`src/rtl/u16u8_pkg.sv`:
```
`timescale 1ns / 1ps
// ---------------------------------------------------------------------------
// u16u8_pkg
// Shared types and constants for the UTF-16 to UTF-8 transcoder.
// ---------------------------------------------------------------------------
package u16u8_pkg;

  // Surrogate ranges of UTF-16.
  localparam logic [15:0] SURR_HI_MIN = 16'hD800;
  localparam logic [15:0] SURR_HI_MAX = 16'hDBFF;
  localparam logic [15:0] SURR_LO_MIN = 16'hDC00;
  localparam logic [15:0] SURR_LO_MAX = 16'hDFFF;

  // Error codes carried with each result beat.
  localparam logic [1:0] ERR_NONE       = 2'd0;
  localparam logic [1:0] ERR_LONE_LOW   = 2'd1;
  localparam logic [1:0] ERR_BAD_PAIR   = 2'd2;
  localparam logic [1:0] ERR_HIGH_AT_END = 2'd3;

  // UTF-8 lead and continuation markers.
  localparam logic [7:0] LEAD_2 = 8'd192;
  localparam logic [7:0] LEAD_3 = 8'd224;
  localparam logic [7:0] LEAD_4 = 8'd240;
  localparam logic [7:0] CONT   = 8'd128;

  // Bias added to the high surrogate bits: 0x10000 >> 10.
  localparam logic [10:0] SUPP_BIAS = 11'd64;

  // One decoded run of output beats, handed from front to back.
  typedef struct packed {
    logic [3:0][7:0] bytes;     // bytes[0] goes out first
    logic [1:0]      last_idx;  // index of the final byte of the run
    logic [1:0]      err;
    logic            done;
  } cmd_t;

endpackage

```
`src/rtl/u16u8_front.sv`:
```
`timescale 1ns / 1ps
// ---------------------------------------------------------------------------
// u16u8_front
// Classifies code units, pairs surrogates and encodes each scalar into a run.
// ---------------------------------------------------------------------------
module u16u8_front (
  input  logic              clk,
  input  logic              rst_n,
  input  logic              in_valid,
  input  logic [15:0]       in_code_unit,
  input  logic              in_string_end,
  output logic              cmd_wr,
  output u16u8_pkg::cmd_t   cmd
);
  import u16u8_pkg::*;

  logic        have_high_r, have_high_nxt;
  logic [9:0]  high_bits_r, high_bits_nxt;
  logic        is_high, is_low, emit;
  logic [20:0] pair_scalar;

  function automatic cmd_t encode(input logic [20:0] c, input logic done);
    cmd_t r;
    r = '0;
    r.err = ERR_NONE;
    r.done = done;
    if (c < 21'd128) begin
      r.bytes[0] = c[7:0];
      r.last_idx = 2'd0;
    end else if (c < 21'd2048) begin
      r.bytes[0] = LEAD_2 | {3'd0, c[10:6]};
      r.bytes[1] = CONT | {2'd0, c[5:0]};
      r.last_idx = 2'd1;
    end else if (c < 21'h10000) begin
      r.bytes[0] = LEAD_3 | {4'd0, c[15:12]};
      r.bytes[1] = CONT | {2'd0, c[11:6]};
      r.bytes[2] = CONT | {2'd0, c[5:0]};
      r.last_idx = 2'd2;
    end else begin
      r.bytes[0] = LEAD_4 | {5'd0, c[20:18]};
      r.bytes[1] = CONT | {2'd0, c[17:12]};
      r.bytes[2] = CONT | {2'd0, c[11:6]};
      r.bytes[3] = CONT | {2'd0, c[5:0]};
      r.last_idx = 2'd3;
    end
    return r;
  endfunction

  assign is_high = in_code_unit inside {[SURR_HI_MIN:SURR_HI_MAX]};
  assign is_low  = in_code_unit inside {[SURR_LO_MIN:SURR_LO_MAX]};
  assign pair_scalar = {({1'b0, high_bits_r} + SUPP_BIAS), in_code_unit[9:0]};

  always_comb begin
    cmd           = '0;
    cmd.done      = in_string_end;
    emit          = 1'b1;
    have_high_nxt = have_high_r;
    high_bits_nxt = high_bits_r;
    if (have_high_r) begin
      have_high_nxt = 1'b0;
      high_bits_nxt = '0;
      if (is_low) begin
        cmd = encode(pair_scalar, in_string_end);
      end else begin
        cmd.err = ERR_BAD_PAIR;
      end
    end else if (is_high) begin
      if (in_string_end) begin
        cmd.err = ERR_HIGH_AT_END;
      end else begin
        emit          = 1'b0;
        have_high_nxt = 1'b1;
        high_bits_nxt = in_code_unit[9:0];
      end
    end else if (is_low) begin
      cmd.err = ERR_LONE_LOW;
    end else begin
      cmd = encode({5'd0, in_code_unit}, in_string_end);
    end
  end

  assign cmd_wr = in_valid && emit;

  always_ff @(posedge clk) begin
    if (!rst_n) begin
      have_high_r <= 1'b0;
      high_bits_r <= '0;
    end else if (in_valid) begin
      have_high_r <= have_high_nxt;
      high_bits_r <= high_bits_nxt;
    end
  end

endmodule

```
`src/rtl/u16u8_cmdq.sv`:
```
`timescale 1ns / 1ps
// ---------------------------------------------------------------------------
// u16u8_cmdq
// Small command queue between the front and the back.
// ---------------------------------------------------------------------------
module u16u8_cmdq #(
  parameter int DEPTH = 4
) (
  input  logic            clk,
  input  logic            rst_n,
  input  logic            wr,
  input  u16u8_pkg::cmd_t wr_data,
  input  logic            rd,
  output u16u8_pkg::cmd_t rd_data,
  output logic            q_full,
  output logic            q_empty
);
  import u16u8_pkg::*;

  localparam int PTR_W = (DEPTH > 1) ? $clog2(DEPTH) : 1;
  localparam int CNT_W = $clog2(DEPTH + 1);
  localparam logic [PTR_W-1:0] PTR_LAST = PTR_W'(DEPTH - 1);
  localparam logic [CNT_W-1:0] CNT_FULL = CNT_W'(DEPTH);

  cmd_t             mem_r [DEPTH];
  logic [PTR_W-1:0] wr_ptr_r, rd_ptr_r;
  logic [CNT_W-1:0] count_r;
  logic             do_wr, do_rd;

  assign q_full  = (count_r == CNT_FULL);
  assign q_empty = (count_r == '0);
  assign do_wr   = wr && !q_full;
  assign do_rd   = rd && !q_empty;
  assign rd_data = mem_r[rd_ptr_r];

  always_ff @(posedge clk) begin
    if (do_wr) begin
      mem_r[wr_ptr_r] <= wr_data;
    end
  end

  always_ff @(posedge clk) begin
    if (!rst_n) begin
      wr_ptr_r <= '0;
      rd_ptr_r <= '0;
      count_r  <= '0;
    end else begin
      if (do_wr) begin
        wr_ptr_r <= (wr_ptr_r == PTR_LAST) ? '0 : wr_ptr_r + 1'b1;
      end
      if (do_rd) begin
        rd_ptr_r <= (rd_ptr_r == PTR_LAST) ? '0 : rd_ptr_r + 1'b1;
      end
      if (do_wr && !do_rd) begin
        count_r <= count_r + 1'b1;
      end else if (do_rd && !do_wr) begin
        count_r <= count_r - 1'b1;
      end
    end
  end

endmodule

```
`src/rtl/u16u8_back.sv`:
```
`timescale 1ns / 1ps
// ---------------------------------------------------------------------------
// u16u8_back
// Steps through each queued run and presents one byte per beat.
// ---------------------------------------------------------------------------
module u16u8_back (
  input  logic            clk,
  input  logic            rst_n,
  input  u16u8_pkg::cmd_t head,
  input  logic            head_valid,
  output logic            head_take,
  input  logic            pop,
  output logic            empty,
  output logic [7:0]      out_byte,
  output logic            out_run_last,
  output logic [1:0]      out_error_code,
  output logic            out_string_done
);
  import u16u8_pkg::*;

  logic       out_valid_r;
  logic [1:0] idx_r;
  logic [7:0] byte_r;
  logic       run_last_r, done_r;
  logic [1:0] err_r;
  logic       load, is_last;

  assign load      = head_valid && (!out_valid_r || pop);
  assign is_last   = (idx_r == head.last_idx);
  assign head_take = load && is_last;

  always_ff @(posedge clk) begin
    if (!rst_n) begin
      out_valid_r <= 1'b0;
      idx_r       <= '0;
    end else begin
      if (load) begin
        out_valid_r <= 1'b1;
        idx_r       <= is_last ? 2'd0 : idx_r + 2'd1;
      end else if (pop) begin
        out_valid_r <= 1'b0;
      end
    end
  end

  always_ff @(posedge clk) begin
    if (load) begin
      byte_r     <= head.bytes[idx_r];
      run_last_r <= is_last;
      err_r      <= head.err;
      done_r     <= is_last && head.done;
    end
  end

  assign empty           = !out_valid_r;
  assign out_byte        = byte_r;
  assign out_run_last    = run_last_r;
  assign out_error_code  = err_r;
  assign out_string_done = done_r;

endmodule

```
`src/rtl/utf16_to_utf8_transcoder_top.sv`:
```
`timescale 1ns / 1ps
// ---------------------------------------------------------------------------
// utf16_to_utf8_transcoder_top
// UTF-16 code units in, UTF-8 bytes out, one byte per beat.
// ---------------------------------------------------------------------------
// A unit accepted at the input is written into the command queue, and its first
// byte then loads into the output register. The byte emitter gives one output
// byte per cycle while popped; a unit gives 1 to 4, a pending high surrogate none.
// Reset (synchronous, rst_n low) clears the pending surrogate, empties the
// command queue and drops any byte on the output.
module utf16_to_utf8_transcoder_top #(
  parameter int QUEUE_DEPTH = 4
) (
  input  logic        clk,
  input  logic        rst_n,
  input  logic        push,
  output logic        full,
  input  logic [15:0] in_code_unit,
  input  logic        in_string_end,
  output logic        empty,
  input  logic        pop,
  output logic [7:0]  out_byte,
  output logic        out_run_last,
  output logic [1:0]  out_error_code,
  output logic        out_string_done
);
  import u16u8_pkg::*;

  // The front decodes each accepted beat straight into the command queue;
  // the back walks the head run one byte at a time into its output register.
  logic push_ok;
  logic q_wr, q_rd, q_full, q_empty;
  cmd_t q_wr_data, q_rd_data;

  // Stall the whole input while the queue is full, even for a high surrogate
  // that would only update the pending state.
  assign full    = q_full;
  assign push_ok = push && !q_full;

  u16u8_front u_front (
    .clk           (clk),
    .rst_n         (rst_n),
    .in_valid      (push_ok),
    .in_code_unit  (in_code_unit),
    .in_string_end (in_string_end),
    .cmd_wr        (q_wr),
    .cmd           (q_wr_data)
  );

  u16u8_cmdq #(
    .DEPTH (QUEUE_DEPTH)
  ) u_cmdq (
    .clk     (clk),
    .rst_n   (rst_n),
    .wr      (q_wr),
    .wr_data (q_wr_data),
    .rd      (q_rd),
    .rd_data (q_rd_data),
    .q_full  (q_full),
    .q_empty (q_empty)
  );

  u16u8_back u_back (
    .clk             (clk),
    .rst_n           (rst_n),
    .head            (q_rd_data),
    .head_valid      (!q_empty),
    .head_take       (q_rd),
    .pop             (pop),
    .empty           (empty),
    .out_byte        (out_byte),
    .out_run_last    (out_run_last),
    .out_error_code  (out_error_code),
    .out_string_done (out_string_done)
  );

  // An error beat is always a run of its own with a zero byte.
  a_err_alone: assert property (@(posedge clk) disable iff (!rst_n)
    (!empty && out_error_code != ERR_NONE) |-> (out_run_last && out_byte == 8'd0))
    else $error("error beat is not a lone zero byte");

  // The end-of-string flag only rides on the final beat of a run.
  a_done_last: assert property (@(posedge clk) disable iff (!rst_n)
    (!empty && out_string_done) |-> out_run_last)
    else $error("string_done on a beat that is not the last of its run");

  // A beat that was not popped stays on the port unchanged.
  a_hold: assert property (@(posedge clk) disable iff (!rst_n)
    (!empty && !pop) |=> (!empty && $stable(out_byte) && $stable(out_run_last)))
    else $error("waiting output beat changed");

  // The queue is never both full and empty.
  a_queue: assert property (@(posedge clk) disable iff (!rst_n)
    !(q_full && q_empty))
    else $error("command queue full and empty at once");

endmodule
```
`config.mk`:
```
export PLATFORM = sky130hd
export DESIGN_NAME = utf16_to_utf8_transcoder_top
export DESIGN_NICKNAME = d
export VERILOG_FILES = /design/src/rtl/u16u8_pkg.sv /design/src/rtl/u16u8_front.sv /design/src/rtl/u16u8_cmdq.sv /design/src/rtl/u16u8_back.sv /design/src/rtl/utf16_to_utf8_transcoder_top.sv
export SDC_FILE = /design/constraint.sdc
export NUM_CORES = 1
export LEC_CHECK = 0
export BUFFER_PORTS_ARGS = -buffer_cell sky130_fd_sc_hd__buf_2
export CAP_MARGIN = 15
export CORE_UTILIZATION = 55
export CTS_CLUSTER_DIAMETER = 40
export CTS_CLUSTER_SIZE = 20
export DETAILED_ROUTE_END_ITERATION = 10
export PLACE_DENSITY_LB_ADDON = 0.08
export SYNTH_ARGS = -nofsm -noshare
export SYNTH_HDL_FRONTEND = slang
export SYNTH_SLANG_ARGS = --single-unit
```
`constraint.sdc`:
```
create_clock -name clk -period 2.7 [get_ports clk]
set_clock_uncertainty 0.15 [all_clocks]
set_input_delay 0.135 -clock clk [delete_from_list [all_inputs] [get_ports clk]]
set_output_delay 0.135 -clock clk [all_outputs]
set_load 0.01 [all_outputs]
```
==> impl_metrics.py, run 1 <==
metrics = {
    "run_status": {
        "status": "finished clean",
    },
    "finish": {
        "drive_above_1_share": 0.282,
        "final_cell_mix": "144 x edfxtp_1, 40 x mux4_2, 34 x buf_2",
        "final_cells": 715,
        "final_nets": 559,
        "area_delta_synth_final_pct": 18.4,
        "antenna_cells": 0,
        "design_area_um2": 8650,
        "final_core_util": 0.677,
        "final_common_cell": "edfxtp_1",
    },
    "cts": {
        "cts_buffers": 17,
        "clk_path_buf_depth": 2,
        "path_clk_slew_ns": 0.06,
        "cts_tree": "built",
        "ctsHtreeMaxLevel": 4,
        "clkLatencyLatePin_ns": 0.42,
        "clockRootBuffer": "clkbuf_16",
        "clock-sinks": 167,
    },
    "yosys": {
        "synth_edf_count": 144,
        "synth_cell_types": 57,
        "synth_cells": 463,
        "postSynthAreaPerCell_um2": 15.8,
        "netlist_area_um2": 7310,
        "synth_fp_nets": 492,
        "synth.top_cell.area_share": 0.592,
        "seq_area_frac_synth": 0.655,
        "ys_warn_count": 0,
        "ys_ff_latch": 167,
        "synth_area_leaders": "edfxtp_1 59%, mux4_2 12%, dfxtp_1 6.3%",
        "yosysTopAreaCell": "edfxtp_1",
        "synth-async-reset-ratio": 0,
        "ys.flop_type": "edfxtp_1",
    },
    "timing": {
        "maxSlewHeadroom": 0.497,
        "hold_viol_final": 0,
        "tightest_slew_ns": 0.750,
        "setup_viol": 0,
        "period_share": 0.981,
        "max_freq_mhz": 378,
        "finalMaxSlewViolations": 0,
        "min_period_ns": 2.65,
        "rsz0062_at_grt": "yes",
    },
    "detailed_routing": {
        "wl_met3_um": 1050,
        "drc": 0,
        "wl_met2_um": 7710,
        "drtIter0Drc": 401,
        "dr_total_vias": 4397,
        "dr.max_layer_used": "met4",
        "ant_nets": 0,
        "wl_um": 16000,
        "first_pass_iters": 5,
        "vias_per_cell": 6.15,
        "wl_per_cell_um": 22.4,
        "drt-met1-wl_um": 6920,
    },
    "global_route": {
        "grt_max_degree": 34,
        "grt_pass1_wl_um": 24600,
        "grt_usage": 0.256,
        "overflow": 0,
        "grt_pass1_vias": 4294,
        "antenna_found_initial": 0,
    },
    "power": {
        "ir_drop_uv": 514,
        "p_leak_nw": 3.04,
        "power.density_nw_per_um2": 915,
    },
    "min_path": {
        "hp-start": "push",
        "min_path_type": "input pin to flop",
    },
    "placed_design": {
        "dpl.cell_count": 670,
        "io_buffers": 34,
        "gp_congestion": 0.994,
        "dp_hpwl_um": 10100,
        "post_dp_cell_area_um2": 7850,
    },
    "job": {
        "timing.max_cap.violations": 0,
    },
    "worst_setup_path": {
        "crit_path_end_kind": "flop",
        "cp.arrival_ns": 2.85,
        "crit_type": "flop to flop",
        "cp.required_ns": 2.90,
        "worstPathMaxFanout": 3,
        "worstPathCellList": "mux4_2, xnor2_2, and2_4, nand2_4, ha_4, inv_2, fa_2, xor2_1, or3_1, a21oi_2",
        "worst_path_largest_cell_delay_ns": 0.54,
        "cp_slowest_cell": "mux4_2",
        "worstSetupStartpointType": "flop",
    },
    "floorplan": {
        "core_um2": 12800,
        "fp.dieW_um": 117,
        "dieHeight_um": 117,
        "row_count": 41,
        "start_util": 0.572,
        "io_pins": 35,
        "die_area_um2": 13700,
    },
}
[flip-flops by register name, indices dropped and copies added, names as in the netlist, named ones only]
name and count:
u_back.out_run_last 1, u_cmdq.rd_ptr_r 2, u_cmdq.wr_ptr_r 2, u_back.out_string_done 1, u_front.high_bits_r 10, u_back.out_byte 8
u_back.out_valid_r 1, u_back.out_error_code 2, u_cmdq.count_r 3, u_cmdq.mem_r 132, u_front.have_high_r 1, u_back.idx_r 2
[repair_timing]
| action | in CTS | in global routing |
|---|---|---|
| buffers inserted | 2 | 1 |
| setup endpoints to repair | 1 | 1 |
| gates resized for setup | 6 | 0 |
| pin swaps | 5 | 3 |
| endpoints found under the hold margin | 18 | 0 |
| hold buffers | 10 | 0 |
[stage by stage]
step / hold WS [ns] / setup TNS (ns) / power (mW) / setup WS (ns)
after floorplan: 0.0839 / 0 / 4.65 / 0.0117
after global placement: 0.271 / 0 / 5.17 / 0.0647
after detailed placement: 0.273 / -0.0242 / 5.20 / -0.0242
after CTS: 0.0227 / -0.00874 / 7.97 / -0.00874
after global routing: 0.0483 / -0.0413 / 8.25 / -0.0413
final: 0.0380 / 0 / 7.92 / 0.0526
[synth_stat cells, types with 7 or more instances]
library cell,n
inv_1,10
mux4_2,40
nand3_1,9
clkbuf_1,18
mux2i_1,10
o22ai_1,9
nand2_1,19
and3_1,11
ha_1,7
edfxtp_1,144
a21oi_1,16
a22oi_1,11
dfxtp_1,23
o21ai_0,7
nor3_1,8
nor2_1,26
[power by group]
part           leakage (nW)  switching, mW  internal [mW]
Clock                 0.314          0.955           1.74
Combinational          1.19          0.926          0.891
Sequential             1.53          0.128           3.28
Total                  3.04           2.01           5.91
[cell families after synthesis]
kind of cell,synth area share
AOI/OAI and AO/OA,0.0753
xor gates and xnor gates,0.00599
adders and majority gates,0.0147
buffers and inverters,0.0211
DFF,0.655
muxes,0.140
and+or+nand+nor,0.0880
[metal layers]
metal / global-route usage / vias to the layer above
li1: - / 1990
met2: 0.394 / 186
met1: 0.359 / 2202
met5: 0 / -
met4: 0.0928 / 0
met3: 0.0597 / 19
[worst max-delay path, delay by kind of cell (launching register included)]
family	cells	cell delay (ns)
simple gates	3	0.55
mux	1	0.54
fa+ha+maj	2	0.46
flops	1	0.37
xor+xnor	2	0.32
compound gates	1	0.14
buf+inv	1	0.03
[final timing paths]
| kind | slack [ns] | end | cells after the start |
|---|---|---|---|
| max | 0.05 | u_cmdq.count_r[2] | 10 |
| min | 0.04 | u_front.have_high_r | 4 |
| max reg2reg | 0.05 | u_cmdq.count_r[2] | 10 |
| min reg2reg | 0.34 | u_back.out_valid_r | 2 |
[layout make-up]
| class | count | area (um2) |
|---|---|---|
| clock buffer | 20 | 437 |
| clock inverter | 12 | 221 |
| fill | 897 | 4120 |
| inverter | 11 | 41.3 |
| multi-input combinational | 259 | 2400 |
| sequential | 167 | 4790 |
| tap | 172 | 215 |
| timing repair buffer | 74 | 546 |
Note: power is estimated with default switching activity, not from simulation.
==> run 2, diff against run 1 <==
Settings changed: GPL_ROUTABILITY_DRIVEN set to 0.
Clock period 2.7 ns to 2.2 ns, I/O delays scaled along.
==> run 2 against run 1 <==
Effect of this change: the flow now finishes with violations (negative setup slack); critical endpoint unchanged; power rose by 22%; wire length rose by 1.9%; critical path depth did not move; final area rose by 7.0%; largest cell class unchanged; global-route usage rose by 0.72 points; utilization rose by 4.8 points; first-iteration DRC count rose by 15%; largest power group unchanged; register-to-register slack got worse by 0.49 ns; worst hold slack got worse by 0.012 ns; sequential share of layout area fell by 3.6 points; die area did not move.
==> impl_metrics.py, run 2 (synthesized netlist as in run 1, its figures left out) <==
metrics = {
    "run_status": {
        "status": "finished, violations left",
        "violations": "negative setup slack",
    },
    "detailed_routing": {
        "vias_per_cell": 6.11,
        "dr_total_vias": 4607,
        "drtIter0Drc": 463,
        "wl_per_cell_um": 21.6,
        "ant_nets": 0,
        "wl_um": 16300,
        "drc": 0,
        "first_pass_iters": 7,
    },
    "floorplan": {
        "die_area_um2": 13700,
        "io_pins": 35,
        "start_util": 0.572,
        "fp.dieW_um": 117,
        "dieHeight_um": 117,
        "core_um2": 12800,
        "row_count": 41,
    },
    "finish": {
        "antenna_cells": 0,
        "largest_reg_flops": 132,
        "drive_above_1_share": 0.397,
        "largest_register": "u_cmdq.mem_r",
        "final_cells": 754,
        "area_delta_synth_final_pct": 26.8,
        "final_nets": 598,
        "final_common_cell": "edfxtp_1",
        "final_cell_mix": "144 x edfxtp_1, 57 x buf_4, 40 x mux4_2",
    },
    "global_route": {
        "grt_pass1_vias": 4700,
        "antenna_found_initial": 0,
        "grt_usage": 0.263,
        "grt_max_degree": 34,
        "overflow": 0,
        "grt_pass1_wl_um": 25600,
    },
    "cts": {
        "clock-sinks": 167,
        "ctsHtreeMaxLevel": 4,
        "clkLatencyLatePin_ns": 0.42,
        "cts_buffers": 17,
        "clockRootBuffer": "clkbuf_16",
        "path_clk_slew_ns": 0.06,
        "cts_tree": "built",
        "clk_path_buf_depth": 2,
    },
    "worst_setup_path": {
        "r2r-end": "u_cmdq.count_r[2]",
        "cp_num_buf_inv": 1,
        "worst_path_largest_cell_delay_ns": 0.55,
        "crit_path_end_kind": "flop",
        "r2r_cells": 10,
        "cp.required_ns": 2.41,
        "worstSetupStartpointType": "flop",
        "crit_type": "flop to flop",
        "cp_slowest_cell": "mux4_2",
        "cp.depth": 10,
        "critPathTopFamily": "simple AND/OR/NAND/NOR gates",
        "cp.arrival_ns": 2.85,
        "rrSetupSlack_ns": -0.44,
        "worstPathCellList": "mux4_2, xnor2_2, and2_4, nand2_4, ha_4, inv_2, fa_2, xor2_1, or3_1, a21oi_2",
        "worstPathMaxFanout": 4,
    },
    "power": {
        "ir_drop_uv": 654,
        "seq_power_share": 0.432,
        "p_leak_nw": 3.32,
        "swShare": 0.260,
        "combPwrFrac": 0.252,
        "power.density_nw_per_um2": 1040,
        "p_switching_mw": 2.51,
        "p_clk_frac": 0.316,
        "p_total_mw": 9.67,
        "internal_power_mw": 7.16,
    },
    "job": {
        "timing.max_cap.violations": 0,
    },
    "timing": {
        "hold_viol_final": 0,
        "min_period_ns": 2.64,
        "max_freq_mhz": 379,
        "setup_viol": 31,
        "tightest_slew_ns": 0.729,
        "maxSlewHeadroom": 0.511,
        "finalMaxSlewViolations": 0,
        "rsz0062_at_grt": "yes",
        "setup_ws_ns": -0.439,
        "whs_ns": 0.0260,
        "period_share": 1.20,
    },
    "placed_design": {
        "io_buffers": 34,
        "dp_slack_ns": -0.464,
        "dpl.cell_count": 708,
        "dp_hpwl_um": 10500,
    },
    "min_path": {
        "holdPathStages": 3,
        "hp-start": "in_code_unit[7]",
        "hold_end": "u_front.high_bits_r[7]",
        "min_path_type": "input pin to flop",
    },
}
## run 2: area by class of cell
type                    instances  area [um2]
multi-input cells             259        2710
clock buffers                  19         433
inverters                      11        41.3
well taps                     172         215
fillers                       800        3510
flip-flops and latches        167        4790
repair buffers                113         890
clock inverters                13         178
## run 2: how the worst max path moves through the flow
stage | start | slack [ns] | to
floorplan | flop | -0.41 | u_cmdq.count_r[2]
global placement | flop | -0.38 | u_cmdq.count_r[2]
detailed placement | flop | -0.46 | u_cmdq.count_r[2]
CTS | flop | -0.45 | u_cmdq.count_r[2]
global route | flop | -0.53 | u_cmdq.count_r[2]
finish | flop | -0.44 | u_cmdq.count_r[2]
## run 2: timing repair
action | 4_1_cts | 5_1_grt
gates cloned | 0 | 0
hold endpoints to repair | 25 | 0
hold buffers | 10 | 0
resized for setup | 28 | 15
endpoints found under the setup margin | 82 | 210
setup buffers | 2 | 2
pin swaps | 10 | 10
## run 2: power groups by stage
stage	logic (mW)	registers, mW	clock network (mW)
final	2.44	4.18	3.06
after global placement	2.29	4.21	0
after detailed placement	2.32	4.24	0
after global routing	2.65	4.22	3.24
after floorplan	1.48	4.27	0
after CTS	2.42	4.18	3.09
## run 2: stage by stage
step | util | instance area [um2] | TNS (ns)
2_1_floorplan | - | 7500 | -17.14
3_3_place_gp | 0.650 | 8300 | -5.77
3_5_place_dp | 0.650 | 8300 | -7.46
4_1_cts | 0.718 | 9170 | -2.54
5_1_grt | 0.725 | 9260 | -5.73
6_report | 0.725 | 9260 | -2.62
## run 2: worst min-delay path, stage by stage
cell,delay [ns]
buf_2,0.19
a22oi_1,0.19
nor2_1,0.05
## run 2: layer usage
| layer | global-route usage | vias up | part of all wire |
|---|---|---|---|
| met3 | 0.0546 | 40 | 0.057 |
| met1 | 0.374 | 2319 | 0.43 |
| met5 | 0 | - | 0 |
| li1 | - | 2062 | - |
| met4 | 0.122 | 0 | 0.026 |
| met2 | 0.394 | 186 | 0.49 |
==> run 3, diff against run 2 <==
Settings changed: CORE_MARGIN set to 8.
==> run 3 against run 2 <==
Effect of this change: the flow still finishes with violations (negative setup slack); worst hold slack improved by 0.0014 ns; global-route usage decreased by 6.5 points; final area about the same; non-clock buffer count increased by 5; combinational power increased by 9.0%; highest routed layer unchanged.
==> impl_metrics.py, run 3 (synthesized netlist as in run 1, its figures left out) <==
metrics = {
    "power": {
        "seq_power_share": 0.445,
        "ir_drop_uv": 697,
        "swShare": 0.272,
        "p_total_mw": 9.38,
        "power.density_nw_per_um2": 1010,
        "p_switching_mw": 2.55,
        "p_leak_nw": 3.31,
        "combPwrFrac": 0.283,
        "internal_power_mw": 6.83,
        "p_clk_frac": 0.272,
    },
    "timing": {
        "rsz0062_at_grt": "yes",
        "final.setup.tns_ns": -2.14,
        "setup_viol": 42,
        "hold_viol_final": 0,
        "finalMaxSlewViolations": 0,
        "maxSlewHeadroom": 0.492,
        "min_period_ns": 2.62,
        "tightest_slew_ns": 0.758,
        "setup_ws_ns": -0.420,
        "period_share": 1.19,
        "max_freq_mhz": 382,
    },
    "detailed_routing": {
        "wl_um": 17000,
        "wl_per_cell_um": 22.3,
        "vias_per_cell": 5.97,
        "drc": 0,
        "first_pass_iters": 5,
        "ant_nets": 0,
        "dr_total_vias": 4558,
        "drtIter0Drc": 374,
    },
    "worst_setup_path": {
        "cp.required_ns": 2.41,
        "crit_type": "flop to flop",
        "r2r-end": "u_cmdq.count_r[2]",
        "rrSetupSlack_ns": -0.42,
        "worstSetupStartpointType": "flop",
        "crit_path_end_kind": "flop",
        "cp.arrival_ns": 2.83,
        "r2r_cells": 10,
        "worstSetupEndpoint": "u_cmdq.count_r[2]",
        "worstPathMaxFanout": 3,
    },
    "global_route": {
        "grt_pass1_wl_um": 26300,
        "grt_max_degree": 34,
        "grt_usage": 0.198,
        "met3_usage": 0.0583,
        "antenna_found_initial": 0,
        "top_usage_layer": "met2",
        "grt_pass1_vias": 4732,
        "use_met1": 0.262,
        "overflow": 0,
        "gr-usage-met2": 0.309,
    },
    "finish": {
        "antenna_cells": 0,
        "area_delta_synth_final_pct": 26.8,
        "largest_reg_flops": 132,
        "final_cell_mix": "144 x edfxtp_1, 57 x buf_4, 40 x mux4_2",
        "final_core_util": 0.708,
        "drive_above_1_share": 0.390,
        "final_nets": 603,
        "largest_register": "u_cmdq.mem_r",
        "final_cells": 763,
        "design_area_um2": 9270,
        "final_common_cell": "edfxtp_1",
    },
    "floorplan": {
        "die_area_um2": 17200,
        "start_util": 0.558,
        "dieHeight_um": 131,
        "fp.dieW_um": 131,
        "core_um2": 13100,
        "io_pins": 35,
        "row_count": 42,
    },
    "cts": {
        "clkLatencyLatePin_ns": 0.42,
        "cts_buffers": 17,
        "cts_tree": "built",
        "path_clk_slew_ns": 0.06,
        "clock-sinks": 167,
        "clk_path_buf_depth": 2,
        "clockRootBuffer": "clkbuf_16",
        "ctsHtreeMaxLevel": 4,
    },
    "min_path": {
        "hp-start": "in_code_unit[8]",
        "min_path_type": "input pin to flop",
    },
    "job": {
        "timing.max_cap.violations": 0,
    },
    "run_status": {
        "violations": "negative setup slack",
        "status": "finished, violations left",
    },
    "placed_design": {
        "dp_hpwl_um": 10800,
        "dpl.cell_count": 710,
        "io_buffers": 34,
        "post_dp_cell_area_um2": 8290,
    },
}
[run 3: final cells by class]
type                       count  area (um2)
timing repair buffer         118         983
clock buffer                  22         444
tap                          176         220
multi-input combinational    259        2720
sequential                   167        4790
inverter                      11        41.3
clock inverter                10        57.6
fill                         845        3820
[run 3: stage by stage]
step	hold WS, ns	setup slack [ns]
after floorplan	0.0589	-0.414
after global placement	0.251	-0.378
after detailed placement	0.259	-0.487
after CTS	0.00895	-0.438
after global routing	0.0385	-0.502
final	0.0274	-0.420
[run 3: power groups by stage]
stage / logic, mW / registers, mW / clock network [mW]
after floorplan: 1.48 / 4.27 / 0
after global placement: 2.30 / 4.21 / 0
after detailed placement: 2.33 / 4.24 / 0
after CTS: 2.47 / 4.18 / 2.60
after global routing: 2.87 / 4.22 / 2.73
final: 2.66 / 4.18 / 2.55
[run 3: worst min-delay path by stage]
stage	slack [ns]	to	cells after the start
floorplan	0.06	u_cmdq.mem_r[0][0]	0
global placement	0.25	u_back.out_valid_r	3
detailed placement	0.26	u_front.have_high_r	3
CTS	0.009	u_front.high_bits_r[8]	3
global route	0.04	u_front.high_bits_r[8]	3
finish	0.03	u_front.high_bits_r[8]	3
[run 3: worst max-delay path, stage by stage (launching register included)]
cell and delay [ns]:
dfxtp_4 0.37, mux4_2 0.53, xnor2_2 0.16, and2_4 0.17
nand2_4 0.07, ha_4 0.13, inv_2 0.03, fa_2 0.32
xor2_1 0.16, or3_1 0.32, a21oi_2 0.13
[run 3: metal layers]
layer,wire [um],up-vias
met3,972,22
li1,-,2073
met4,325,0
met2,8270,159
met5,0,-
met1,7440,2304
[run 3: what timing repair did]
item,4_1_cts,5_1_grt
pin swaps,8,8
gates cloned,0,3
setup endpoints to repair,90,127
hold endpoints to repair,27,0
gates resized for setup,30,15
hold buffers,12,0
buffers inserted,3,3
